==> config.mk <==
export PLATFORM = sky130hd
export DESIGN_NAME = windowed_moving_average
export DESIGN_NICKNAME = d
export VERILOG_FILES = /design/src/hw/rtl/wma_pkg.sv /design/src/hw/rtl/windowed_moving_average.sv /design/src/hw/rtl/wma_front.sv /design/src/hw/rtl/wma_queue.sv /design/src/hw/rtl/wma_back.sv
export SDC_FILE = /design/constraint.sdc
export NUM_CORES = 2
export LEC_CHECK = 0
export CAP_MARGIN = 5
export CORE_MARGIN = 1
export CORE_UTILIZATION = 49
export DETAILED_ROUTE_END_ITERATION = 10
export DONT_BUFFER_PORTS = 1
export PLACE_DENSITY = 0.67
export SETUP_SLACK_MARGIN = 0.3
export SLEW_MARGIN = 20
export SYNTH_ARGS = -nofsm -noshare
export SYNTH_HDL_FRONTEND = slang
export SYNTH_HIERARCHICAL = 1
export SYNTH_SLANG_ARGS = --single-unit
==> constraint.sdc <==
create_clock -name i_clk -period 6.8 [get_ports i_clk]
set_input_delay 0.68 -clock i_clk [delete_from_list [all_inputs] [get_ports i_clk]]
set_output_delay 0.68 -clock i_clk [all_outputs]
set_load 0.005 [all_outputs]
==> src/hw/rtl/wma_pkg.sv <==
// ----------------------------------------------------------------------------
// wma_pkg: shared types and constants of the windowed moving average
// Holds the fixed field widths, command codes, the status flag struct and the
// state types of the front and back controllers.
// ----------------------------------------------------------------------------
package wma_pkg;

    // Fixed widths of the window length register and the average output.
    localparam int LEN_W = 7;
    localparam int AVG_W = 40;

    // Window length after reset.
    localparam logic [LEN_W-1:0] LEN_RESET = 7'd8;

    // Command codes carried in the func field.
    localparam logic FUNC_PUT   = 1'b0;
    localparam logic FUNC_CLEAR = 1'b1;

    // Status that travels with every request from the front to the back.
    typedef struct packed {
        logic updated;
        logic window_full;
    } t_flags;

    // Front controller: wait for a request, then apply it to the window.
    typedef enum logic {
        F_IDLE,
        F_UPDATE
    } t_front_state;

    // Back controller: fetch a job, divide bit by bit, hand the result over.
    typedef enum logic [1:0] {
        B_IDLE,
        B_RUN,
        B_DONE
    } t_back_state;

endpackage

==> src/hw/rtl/windowed_moving_average.sv <==
// ----------------------------------------------------------------------------
// windowed_moving_average: mean of the most recent samples
// Keeps up to the configured window length of unsigned samples and reports
// their mean as fixed point with FRACTION_BITS fraction bits, truncated.
//
// Each request is either a put of a new sample or a clear of the updated
// flag, and each gives exactly one result: the average after the request,
// the sticky updated flag and whether the window is full. Writing the window
// length (clamped to 1..MAX_WINDOW, zero counts as one) empties the window
// but keeps the updated flag. The front captures a request and applies it
// once the job queue has room, reading the oldest sample from the ring. The
// back divides bit-serially and takes a new job only after the result of the
// last one has moved into the result register. A two-entry job queue lets
// the front take further requests while a division runs, and the result
// register lets the next division start while a result waits to be popped.
// ----------------------------------------------------------------------------
module windowed_moving_average
    import wma_pkg::*;
#(
    parameter int MAX_WINDOW    = 64,
    parameter int SAMPLE_BITS   = 32,
    parameter int FRACTION_BITS = 8
) (
    input  logic                   i_clk,
    input  logic                   i_rst_n,
    // Window length writes
    input  logic                   valid,
    output logic                   ready,
    input  logic [LEN_W-1:0]       i_window_len,
    // Requests
    input  logic                   push,
    output logic                   full,
    input  logic                   i_func,
    input  logic [SAMPLE_BITS-1:0] i_sample,
    // Results
    output logic                   empty,
    input  logic                   pop,
    output logic [AVG_W-1:0]       o_average,
    output logic                   o_updated,
    output logic                   o_window_full
);

    localparam int CNT_W   = $clog2(MAX_WINDOW + 1);
    localparam int SUM_W   = SAMPLE_BITS + $clog2(MAX_WINDOW);
    localparam int FLAG_W  = $bits(t_flags);
    localparam int JOB_W   = SUM_W + CNT_W + FLAG_W;
    localparam int Q_DEPTH = 2;

    logic             f_job_valid;
    logic             f_job_ready;
    logic [SUM_W-1:0] f_job_sum;
    logic [CNT_W-1:0] f_job_cnt;
    t_flags           f_job_flags;
    logic             b_job_valid;
    logic             b_job_ready;
    logic [JOB_W-1:0] q_out;
    logic [SUM_W-1:0] b_job_sum;
    logic [CNT_W-1:0] b_job_cnt;
    t_flags           b_job_flags;

    // Request intake and window bookkeeping.
    wma_front #(
        .MAX_WINDOW  (MAX_WINDOW),
        .SAMPLE_BITS (SAMPLE_BITS)
    ) u_front (
        .i_clk       (i_clk),
        .i_rst_n     (i_rst_n),
        .i_cfg_valid (valid),
        .o_cfg_ready (ready),
        .i_cfg_len   (i_window_len),
        .i_push      (push),
        .o_full      (full),
        .i_func      (i_func),
        .i_sample    (i_sample),
        .o_job_valid (f_job_valid),
        .i_job_ready (f_job_ready),
        .o_job_sum   (f_job_sum),
        .o_job_cnt   (f_job_cnt),
        .o_job_flags (f_job_flags)
    );

    // Job queue between the two halves.
    wma_queue #(
        .WIDTH (JOB_W),
        .DEPTH (Q_DEPTH)
    ) u_queue (
        .i_clk      (i_clk),
        .i_rst_n    (i_rst_n),
        .i_wr_valid (f_job_valid),
        .o_wr_ready (f_job_ready),
        .i_wr_data  ({f_job_sum, f_job_cnt, f_job_flags}),
        .o_rd_valid (b_job_valid),
        .i_rd_ready (b_job_ready),
        .o_rd_data  (q_out)
    );

    assign b_job_sum   = q_out[JOB_W-1 -: SUM_W];
    assign b_job_cnt   = q_out[FLAG_W +: CNT_W];
    assign b_job_flags = t_flags'(q_out[FLAG_W-1:0]);

    // Divider and result register.
    wma_back #(
        .MAX_WINDOW    (MAX_WINDOW),
        .SAMPLE_BITS   (SAMPLE_BITS),
        .FRACTION_BITS (FRACTION_BITS)
    ) u_back (
        .i_clk         (i_clk),
        .i_rst_n       (i_rst_n),
        .i_job_valid   (b_job_valid),
        .o_job_ready   (b_job_ready),
        .i_job_sum     (b_job_sum),
        .i_job_cnt     (b_job_cnt),
        .i_job_flags   (b_job_flags),
        .o_empty       (empty),
        .i_pop         (pop),
        .o_average     (o_average),
        .o_updated     (o_updated),
        .o_window_full (o_window_full)
    );

endmodule

==> src/hw/rtl/wma_front.sv <==
// ----------------------------------------------------------------------------
// wma_front: request intake and window bookkeeping
// Accepts requests, keeps the sample ring, running sum, fill count, oldest
// pointer and updated flag, and issues one divide job per request.
// ----------------------------------------------------------------------------
module wma_front
    import wma_pkg::*;
#(
    parameter int MAX_WINDOW  = 64,
    parameter int SAMPLE_BITS = 32
) (
    input  logic                                     i_clk,
    input  logic                                     i_rst_n,
    // Window length writes
    input  logic                                     i_cfg_valid,
    output logic                                     o_cfg_ready,
    input  logic [LEN_W-1:0]                         i_cfg_len,
    // Requests
    input  logic                                     i_push,
    output logic                                     o_full,
    input  logic                                     i_func,
    input  logic [SAMPLE_BITS-1:0]                   i_sample,
    // Divide jobs
    output logic                                     o_job_valid,
    input  logic                                     i_job_ready,
    output logic [SAMPLE_BITS+$clog2(MAX_WINDOW)-1:0] o_job_sum,
    output logic [$clog2(MAX_WINDOW+1)-1:0]          o_job_cnt,
    output t_flags                                   o_job_flags
);

    localparam int CNT_W = $clog2(MAX_WINDOW + 1);
    localparam int PTR_W = (MAX_WINDOW > 1) ? $clog2(MAX_WINDOW) : 1;
    localparam int SUM_W = SAMPLE_BITS + $clog2(MAX_WINDOW);
    localparam int CMP_W = (CNT_W > LEN_W) ? CNT_W : LEN_W;

    // Clamp a written window length to the range 1 to MAX_WINDOW.
    function automatic logic [CNT_W-1:0] eff_len(input logic [LEN_W-1:0] v);
        logic [CMP_W-1:0] w;
        w = CMP_W'(v);
        if (w == '0) begin
            w = CMP_W'(1);
        end
        if (w > CMP_W'(MAX_WINDOW)) begin
            w = CMP_W'(MAX_WINDOW);
        end
        return w[CNT_W-1:0];
    endfunction

    t_front_state           r_state, n_state;
    logic                   r_func;
    logic [SAMPLE_BITS-1:0] r_sample;
    logic [SAMPLE_BITS-1:0] r_rd_data;
    logic [SUM_W-1:0]       r_sum, n_sum;
    logic [CNT_W-1:0]       r_cnt, n_cnt;
    logic [PTR_W-1:0]       r_oldest, n_oldest;
    logic                   r_flag, n_flag;
    logic [CNT_W-1:0]       r_len;
    logic [CNT_W-1:0]       oldest_inc;
    logic                   accept;
    logic                   do_update;
    logic                   cfg_we;
    logic                   wr_en;
    logic [PTR_W-1:0]       wr_addr;
    logic [SAMPLE_BITS-1:0] mem [MAX_WINDOW];

    // Next state of the controller.
    always_comb begin
        n_state = r_state;
        case (r_state)
            F_IDLE: begin
                if (i_push) begin
                    n_state = F_UPDATE;
                end
            end
            F_UPDATE: begin
                if (i_job_ready) begin
                    n_state = F_IDLE;
                end
            end
            default: begin
                n_state = F_IDLE;
            end
        endcase
    end

    // Handshake outputs and strobes of the controller.
    always_comb begin
        accept      = 1'b0;
        o_full      = 1'b1;
        o_cfg_ready = 1'b0;
        o_job_valid = 1'b0;
        do_update   = 1'b0;
        case (r_state)
            F_IDLE: begin
                accept      = i_push;
                o_full      = 1'b0;
                o_cfg_ready = 1'b1;
            end
            F_UPDATE: begin
                o_job_valid = 1'b1;
                do_update   = i_job_ready;
            end
            default: begin
                o_full = 1'b1;
            end
        endcase
    end

    assign cfg_we     = i_cfg_valid && o_cfg_ready;
    assign oldest_inc = CNT_W'(r_oldest) + CNT_W'(1);

    // Window update: append while filling, else replace oldest; clear the flag.
    always_comb begin
        n_sum    = r_sum;
        n_cnt    = r_cnt;
        n_oldest = r_oldest;
        n_flag   = r_flag;
        wr_en    = 1'b0;
        wr_addr  = r_cnt[PTR_W-1:0];
        if (r_func == FUNC_PUT) begin
            n_flag = 1'b1;
            wr_en  = do_update;
            if (r_cnt < r_len) begin
                n_sum   = r_sum + SUM_W'(r_sample);
                n_cnt   = r_cnt + CNT_W'(1);
                wr_addr = r_cnt[PTR_W-1:0];
            end else begin
                n_sum    = r_sum - SUM_W'(r_rd_data) + SUM_W'(r_sample);
                wr_addr  = r_oldest;
                n_oldest = (oldest_inc >= r_len) ? '0 : oldest_inc[PTR_W-1:0];
            end
        end else begin
            n_flag = 1'b0;
        end
    end

    // The job carries the state as it stands after this request.
    assign o_job_sum               = n_sum;
    assign o_job_cnt               = n_cnt;
    assign o_job_flags.updated     = n_flag;
    assign o_job_flags.window_full = (n_cnt >= r_len);

    // Control state and window bookkeeping.
    always_ff @(posedge i_clk) begin
        if (!i_rst_n) begin
            r_state  <= F_IDLE;
            r_sum    <= '0;
            r_cnt    <= '0;
            r_oldest <= '0;
            r_flag   <= 1'b0;
            r_len    <= eff_len(LEN_RESET);
        end else begin
            r_state <= n_state;
            if (do_update) begin
                r_sum    <= n_sum;
                r_cnt    <= n_cnt;
                r_oldest <= n_oldest;
                r_flag   <= n_flag;
            end
            if (cfg_we) begin
                r_len    <= eff_len(i_cfg_len);
                r_sum    <= '0;
                r_cnt    <= '0;
                r_oldest <= '0;
            end
        end
    end

    // Captured request.
    always_ff @(posedge i_clk) begin
        if (accept) begin
            r_func   <= i_func;
            r_sample <= i_sample;
        end
    end

    // Sample ring with a registered read of the oldest entry.
    always_ff @(posedge i_clk) begin
        if (wr_en) begin
            mem[wr_addr] <= r_sample;
        end
        r_rd_data <= mem[r_oldest];
    end

`ifndef SYNTHESIS
    // The fill count never passes the window length.
    a_cnt_bound: assert property (@(posedge i_clk) disable iff (!i_rst_n)
        r_cnt <= r_len)
        else $error("fill count exceeds window length");

    // The oldest pointer only moves once the window is full.
    a_oldest_filling: assert property (@(posedge i_clk) disable iff (!i_rst_n)
        (r_cnt < r_len) |-> (r_oldest == '0))
        else $error("oldest pointer moved while window filling");

    // An empty window has a zero sum.
    a_sum_empty: assert property (@(posedge i_clk) disable iff (!i_rst_n)
        (r_cnt == '0) |-> (r_sum == '0))
        else $error("nonzero sum with empty window");
`endif

endmodule

==> src/hw/rtl/wma_queue.sv <==
// ----------------------------------------------------------------------------
// wma_queue: short job queue between front and back
// A small first-in first-out buffer so that either side can stall alone.
// ----------------------------------------------------------------------------
module wma_queue
    import wma_pkg::*;
#(
    parameter int WIDTH = 48,
    parameter int DEPTH = 2
) (
    input  logic             i_clk,
    input  logic             i_rst_n,
    input  logic             i_wr_valid,
    output logic             o_wr_ready,
    input  logic [WIDTH-1:0] i_wr_data,
    output logic             o_rd_valid,
    input  logic             i_rd_ready,
    output logic [WIDTH-1:0] o_rd_data
);

    localparam int PTR_W = (DEPTH > 1) ? $clog2(DEPTH) : 1;
    localparam int CNT_W = $clog2(DEPTH + 1);

    logic [WIDTH-1:0] r_mem [DEPTH];
    logic [PTR_W-1:0] r_wptr, n_wptr;
    logic [PTR_W-1:0] r_rptr, n_rptr;
    logic [CNT_W-1:0] r_count, n_count;
    logic             wr_en;
    logic             rd_en;

    assign o_wr_ready = (r_count != CNT_W'(DEPTH));
    assign o_rd_valid = (r_count != '0);
    assign o_rd_data  = r_mem[r_rptr];
    assign wr_en      = i_wr_valid && o_wr_ready;
    assign rd_en      = i_rd_ready && o_rd_valid;

    // Pointer wrap and occupancy.
    always_comb begin
        n_wptr  = r_wptr;
        n_rptr  = r_rptr;
        n_count = r_count;
        if (wr_en) begin
            n_wptr = (r_wptr == PTR_W'(DEPTH - 1)) ? '0 : r_wptr + PTR_W'(1);
        end
        if (rd_en) begin
            n_rptr = (r_rptr == PTR_W'(DEPTH - 1)) ? '0 : r_rptr + PTR_W'(1);
        end
        if (wr_en && !rd_en) begin
            n_count = r_count + CNT_W'(1);
        end else if (rd_en && !wr_en) begin
            n_count = r_count - CNT_W'(1);
        end
    end

    always_ff @(posedge i_clk) begin
        if (!i_rst_n) begin
            r_wptr  <= '0;
            r_rptr  <= '0;
            r_count <= '0;
        end else begin
            r_wptr  <= n_wptr;
            r_rptr  <= n_rptr;
            r_count <= n_count;
        end
    end

    // Entry storage.
    always_ff @(posedge i_clk) begin
        if (wr_en) begin
            r_mem[r_wptr] <= i_wr_data;
        end
    end

endmodule

==> src/hw/rtl/wma_back.sv <==
// ----------------------------------------------------------------------------
// wma_back: averaging divider and result register
// Divides the scaled running sum by the sample count one quotient bit per
// cycle and holds the finished result until it is taken.
// ----------------------------------------------------------------------------
module wma_back
    import wma_pkg::*;
#(
    parameter int MAX_WINDOW    = 64,
    parameter int SAMPLE_BITS   = 32,
    parameter int FRACTION_BITS = 8
) (
    input  logic                                     i_clk,
    input  logic                                     i_rst_n,
    // Divide jobs
    input  logic                                     i_job_valid,
    output logic                                     o_job_ready,
    input  logic [SAMPLE_BITS+$clog2(MAX_WINDOW)-1:0] i_job_sum,
    input  logic [$clog2(MAX_WINDOW+1)-1:0]          i_job_cnt,
    input  t_flags                                   i_job_flags,
    // Results
    output logic                                     o_empty,
    input  logic                                     i_pop,
    output logic [AVG_W-1:0]                         o_average,
    output logic                                     o_updated,
    output logic                                     o_window_full
);

    localparam int CNT_W  = $clog2(MAX_WINDOW + 1);
    localparam int SUM_W  = SAMPLE_BITS + $clog2(MAX_WINDOW);
    localparam int DIVD_W = SUM_W + FRACTION_BITS;
    localparam int STEP_W = $clog2(DIVD_W);

    t_back_state       r_state, n_state;
    logic [DIVD_W-1:0] r_quo, n_quo;
    logic [CNT_W-1:0]  r_rem, n_rem;
    logic [CNT_W-1:0]  r_div;
    logic [STEP_W-1:0] r_step;
    t_flags            r_flags;
    logic              r_res_valid;
    logic [AVG_W-1:0]  r_avg;
    t_flags            r_res_flags;
    logic              last_step;
    logic              job_take;
    logic              res_load;
    logic [CNT_W:0]    trial;
    logic [CNT_W:0]    diff;
    logic              ge;
    logic [AVG_W-1:0]  quo_out;

    assign last_step = (r_step == STEP_W'(DIVD_W - 1));

    // Next state of the divider.
    always_comb begin
        n_state = r_state;
        case (r_state)
            B_IDLE: begin
                if (i_job_valid) begin
                    n_state = B_RUN;
                end
            end
            B_RUN: begin
                if (last_step) begin
                    n_state = B_DONE;
                end
            end
            B_DONE: begin
                if (!r_res_valid || i_pop) begin
                    n_state = B_IDLE;
                end
            end
            default: begin
                n_state = B_IDLE;
            end
        endcase
    end

    // Strobes of the divider.
    always_comb begin
        o_job_ready = 1'b0;
        job_take    = 1'b0;
        res_load    = 1'b0;
        case (r_state)
            B_IDLE: begin
                o_job_ready = 1'b1;
                job_take    = i_job_valid;
            end
            B_RUN: begin
                o_job_ready = 1'b0;
            end
            B_DONE: begin
                res_load = !r_res_valid || i_pop;
            end
            default: begin
                o_job_ready = 1'b0;
            end
        endcase
    end

    // One restoring divide step: shift in a dividend bit, subtract if it fits.
    always_comb begin
        trial = {r_rem, r_quo[DIVD_W-1]};
        diff  = trial - {1'b0, r_div};
        ge    = (trial >= {1'b0, r_div});
        n_rem = ge ? diff[CNT_W-1:0] : trial[CNT_W-1:0];
        n_quo = {r_quo[DIVD_W-2:0], ge};
    end

    // Fit the quotient to the average width.
    generate
        if (DIVD_W >= AVG_W) begin : g_quo_trunc
            assign quo_out = r_quo[AVG_W-1:0];
        end else begin : g_quo_ext
            assign quo_out = {{(AVG_W - DIVD_W){1'b0}}, r_quo};
        end
    endgenerate

    // Control state.
    always_ff @(posedge i_clk) begin
        if (!i_rst_n) begin
            r_state     <= B_IDLE;
            r_res_valid <= 1'b0;
        end else begin
            r_state <= n_state;
            if (res_load) begin
                r_res_valid <= 1'b1;
            end else if (i_pop) begin
                r_res_valid <= 1'b0;
            end
        end
    end

    // Divider datapath and result payload.
    always_ff @(posedge i_clk) begin
        if (job_take) begin
            r_quo   <= DIVD_W'(i_job_sum) << FRACTION_BITS;
            r_rem   <= '0;
            r_div   <= i_job_cnt;
            r_flags <= i_job_flags;
            r_step  <= '0;
        end else if (r_state == B_RUN) begin
            r_quo  <= n_quo;
            r_rem  <= n_rem;
            r_step <= r_step + STEP_W'(1);
        end
        if (res_load) begin
            r_avg       <= (r_div == '0) ? '0 : quo_out;
            r_res_flags <= r_flags;
        end
    end

    assign o_empty       = !r_res_valid;
    assign o_average     = r_avg;
    assign o_updated     = r_res_flags.updated;
    assign o_window_full = r_res_flags.window_full;

`ifndef SYNTHESIS
    // The partial remainder stays below the divisor.
    a_rem_bound: assert property (@(posedge i_clk) disable iff (!i_rst_n)
        (r_state == B_RUN && r_div != '0) |-> (r_rem < r_div))
        else $error("partial remainder not below divisor");

    // A taken job starts a division from a clear remainder.
    a_job_start: assert property (@(posedge i_clk) disable iff (!i_rst_n)
        (r_state == B_IDLE && i_job_valid) |=> (r_state == B_RUN && r_rem == '0))
        else $error("division did not start after job taken");

    // An empty window reports a zero average.
    a_zero_count: assert property (@(posedge i_clk) disable iff (!i_rst_n)
        (res_load && r_div == '0) |=> (o_average == '0 && !o_empty))
        else $error("empty window gave nonzero average");
`endif

endmodule
==> flow_summary_export.csv <==
group,metric,value,unit
floorplan,coreArea,195200,um2
final_layout,design_area,109000,um2
timing,hold_viol,0,
critical_path,crit_top_cell,"nand2_1",
logic_synthesis,synth_top_family_by_area,"multiplexers",
timing,rsz0062_at_grt,"no",
final_layout,syn2layout_area_growth,12.98,%
power_and_ir_drop,max-vdd-ir-drop,0.0002610,V
final_layout,nets,5131,
critical_path,critPathSlowestCell,"nor2_4",
critical_path,reg2reg_slack,1830,ps
clock_tree,clk_latency,880,ps
critical_path,setup.worst_path.start,"u_front/r_cnt[1]",
status,status,"completed",
final_layout,final_core_util,55.84,%
worst_hold_path,hp-start,"pop",
critical_path,critical_path_class,"reg -> reg",
clock_tree,ctsResizeCount,0,
drt,via_per_inst,6.173,
critical_path,cp_top_family,"simple AND/OR/NAND/NOR gates",
critical_path,cp_num_cells,11,
timing,tightestPinTransition,1250,ps
run,cap_violations,0,
drt,ant_nets,0,
logic_synthesis,syn_avg_cell_area,20.28,um2
logic_synthesis,yosys-top-cells-area,"edfxtp_1 (70%), mux4_2 (16%), dfxtp_1 (2.5%), ha_1 (1.4%), a21oi_1 (0.76%)",
floorplan,die_w,445.7,um
logic_synthesis,synth_warnings,6,
critical_path,crit_required,7300,ps
grt,gr-total-overflow,0,
timing,maxSlewHeadroom,16.45,%
logic_synthesis,syn_nets,4941,
drt,firstDrtPassIters,6,
logic_synthesis,synthFlopType,"edfxtp_1",
clock_tree,clock_sinks,2384,
floorplan,placementRows,162,
place,dp_hpwl,150400,um
final_layout,drive_gt1_share,26.17,%
clock_tree,path_clk_slew,60,ps
critical_path,endpoint,"u_front/mem[7][21]",
logic_synthesis,syn_area,96470,um2
critical_path,path_max_fanout,17,
critical_path,start_kind,"register",
logic_synthesis,async_reset_ff_share,0,%
critical_path,r2r-start,"u_front/r_cnt[1]",
grt,grt_pass1_vias,46390,
timing,setup_violations,0,
logic_synthesis,synth_edf_count,2264,
floorplan,initial_core_util,49.42,%
critical_path,path_cells,"ha_1 > a21o_1 > a21oi_1 > o21a_1 > o21ai_4 > nand2_1 > mux2i_1 > nor2_1 > nand2_1 > nor2_4 > buf_4",
floorplan,die_h,445.7,um
timing,fin_crit_sh,73.03,%
critical_path,reg2reg_to,"u_front/mem[7][21]",
logic_synthesis,synth_compound_area_share,3.201,%
final_layout,mostFrequentLayoutCell,"edfxtp_1",
grt,antenna_found_initial,22,
grt,grt_first_pass_wirelength,343600,um
logic_synthesis,ys_seq_area_share,72.96,%
power_and_ir_drop,p_per_area,294.9,nW/um2
clock_tree,cts_tree,"done",
timing,report.final.slew_viol_count,0,
logic_synthesis,synth-seq-cells,2384,
drt,remaining_drc_errors,0,
place,port_buffers,0,
drt,num_vias,47990,
final_layout,layout_common_cells,"edfxtp_1 (2264), mux4_2 (672), clkbuf_16 (232), inv_1 (172), a21oi_1 (147)",
logic_synthesis,synth_top_area_cell,"edfxtp_1",
logic_synthesis,netlist_instances,4756,
drt,detail_route.wirelength,240300,um
logic_synthesis,yosys.area_share.simple,2.625,%
timing,final.setup_skew,59.32,ps
clock_tree,cts.root.buffer_cell,"clkbuf_16",
timing,tns,0,ps
timing,min_period,4966,ps
final_layout,n_fill_cell,14360,
clock_tree,cts-htree-levels,4,
grt,grt_max_degree,150,
power_and_ir_drop,leakage,34.06,nW
logic_synthesis,muxShareOfSynthArea,16.60,%
critical_path,r2r_cells,11,
place,place_congestion,0.9192,
critical_path,crit_buf_inv,1,
logic_synthesis,yosysUniqueCellTypes,90,
logic_synthesis,synthXorXnorAreaFrac,0.7989,%
critical_path,max_stage_delay,850,ps
critical_path,endpoint_kind,"register",
logic_synthesis,yosys.area_share.adder,2.080,%
logic_synthesis,synth_top_area_share,70.47,%
worst_hold_path,holdCritPathClass,"in -> reg",
floorplan,die_area,198700,um2
clock_tree,clockBufferDepth,3,
critical_path,cp.arrival,5460,ps
timing,max_freq,0.2014,GHz
place,place_area,100700,um2
drt,drtIter0Drc,6291,
clock_tree,cts_buffers,230,
grt,grt.total_usage,24.34,%
floorplan,num_io_pins,90,
drt,wl_per_cell,30.91,um
final cells by class:
class	count	area, um2	share of cell area [%]
inverter	174	654.4	0.6004
timing repair buffer	190	1974	1.811
multi-input combinational	1966	24930	22.88
tap	2624	3283	3.012
antenna	6	15.01	0.01378
clock inverter	133	1526	1.400
clock buffer	297	6200	5.688
sequential	2384	70410	64.60
how the worst min path moves through the flow:
stage	end	slack, ps	depth (start not counted)
global placement	u_back/o_window_full	400	0
detailed placement	u_back/o_window_full	410	0
CTS	u_back/r_res_valid	10	2
global route	u_front/r_len[4]	70	3
floorplan	u_back/o_updated	400	0
finish	u_back/r_res_valid	80	2
metrics by stage:
step,setup WS [ps],std cells,power [W],hold WS [ps]
2_1_floorplan,2525,4756,0.01865,400.3
4_1_cts,1932,7759,0.03233,10.59
3_3_place_gp,1942,7279,0.01942,403.5
3_5_place_dp,1960,7294,0.01947,407.5
5_1_grt,1672,7769,0.03307,69.18
6_report,1834,7774,0.03214,78.09
timing repair:
item / in CTS / in global routing
endpoints found under the setup margin: 0 / 0
hold buffers: 35 / 0
hold endpoints to repair: 49 / 0
setup buffers: 0 / 0
synthesized netlist by cell type, drive strengths merged (34+ instances only):
master / n
a21o: 40
a21oi: 151
a22o: 38
and2: 50
buf: 103
clkbuf: 129
dfxtp: 120
edfxtp: 2264
fa: 34
ha: 106
inv: 174
mux2: 60
mux4: 672
nand2: 128
nand3: 36
nor2: 179
o21ai: 85
xnor2: 55
registers in the layout, summed over array words and instances (netlist names), 6 cells and up, named ones only:
| register | count |
|---|---|
| u_back/r_quo | 46 |
| u_back/o_average | 40 |
| u_back/r_step | 6 |
| u_queue/r_mem | 94 |
| u_front/mem | 2048 |
| u_front/r_oldest | 6 |
| u_back/r_div | 7 |
| u_front/r_len | 7 |
| u_front/r_sample | 32 |
| u_front/r_sum | 38 |
| u_front/r_rd_data | 32 |
| u_back/r_rem | 7 |
| u_front/r_cnt | 7 |
per-layer routing:
metal / routed length (um) / track usage, %
met1: 100300 / 36.83
met2: 110800 / 36.51
met3: 22750 / 4.482
met4: 6354 / 6.562
met5: 92 / 0
where the power goes:
group,total [W],internal [W],switching [W]
Clock,0.0129,0.00741,0.00552
Sequential,0.0167,0.0165,0.000188
Combinational,0.00248,0.000869,0.00161
Total,0.0321,0.0248,0.00732
cells by family after synthesis:
group,count (synthesis)
buffers and inverters,406
XOR/XNOR,88
AND/OR/NAND/NOR,526
multiplexers,752
AO/OA/AOI/OAI,460
adder cells (fa/ha/maj),140
flip-flops,2384
Power figures use the tool's default switching activity.
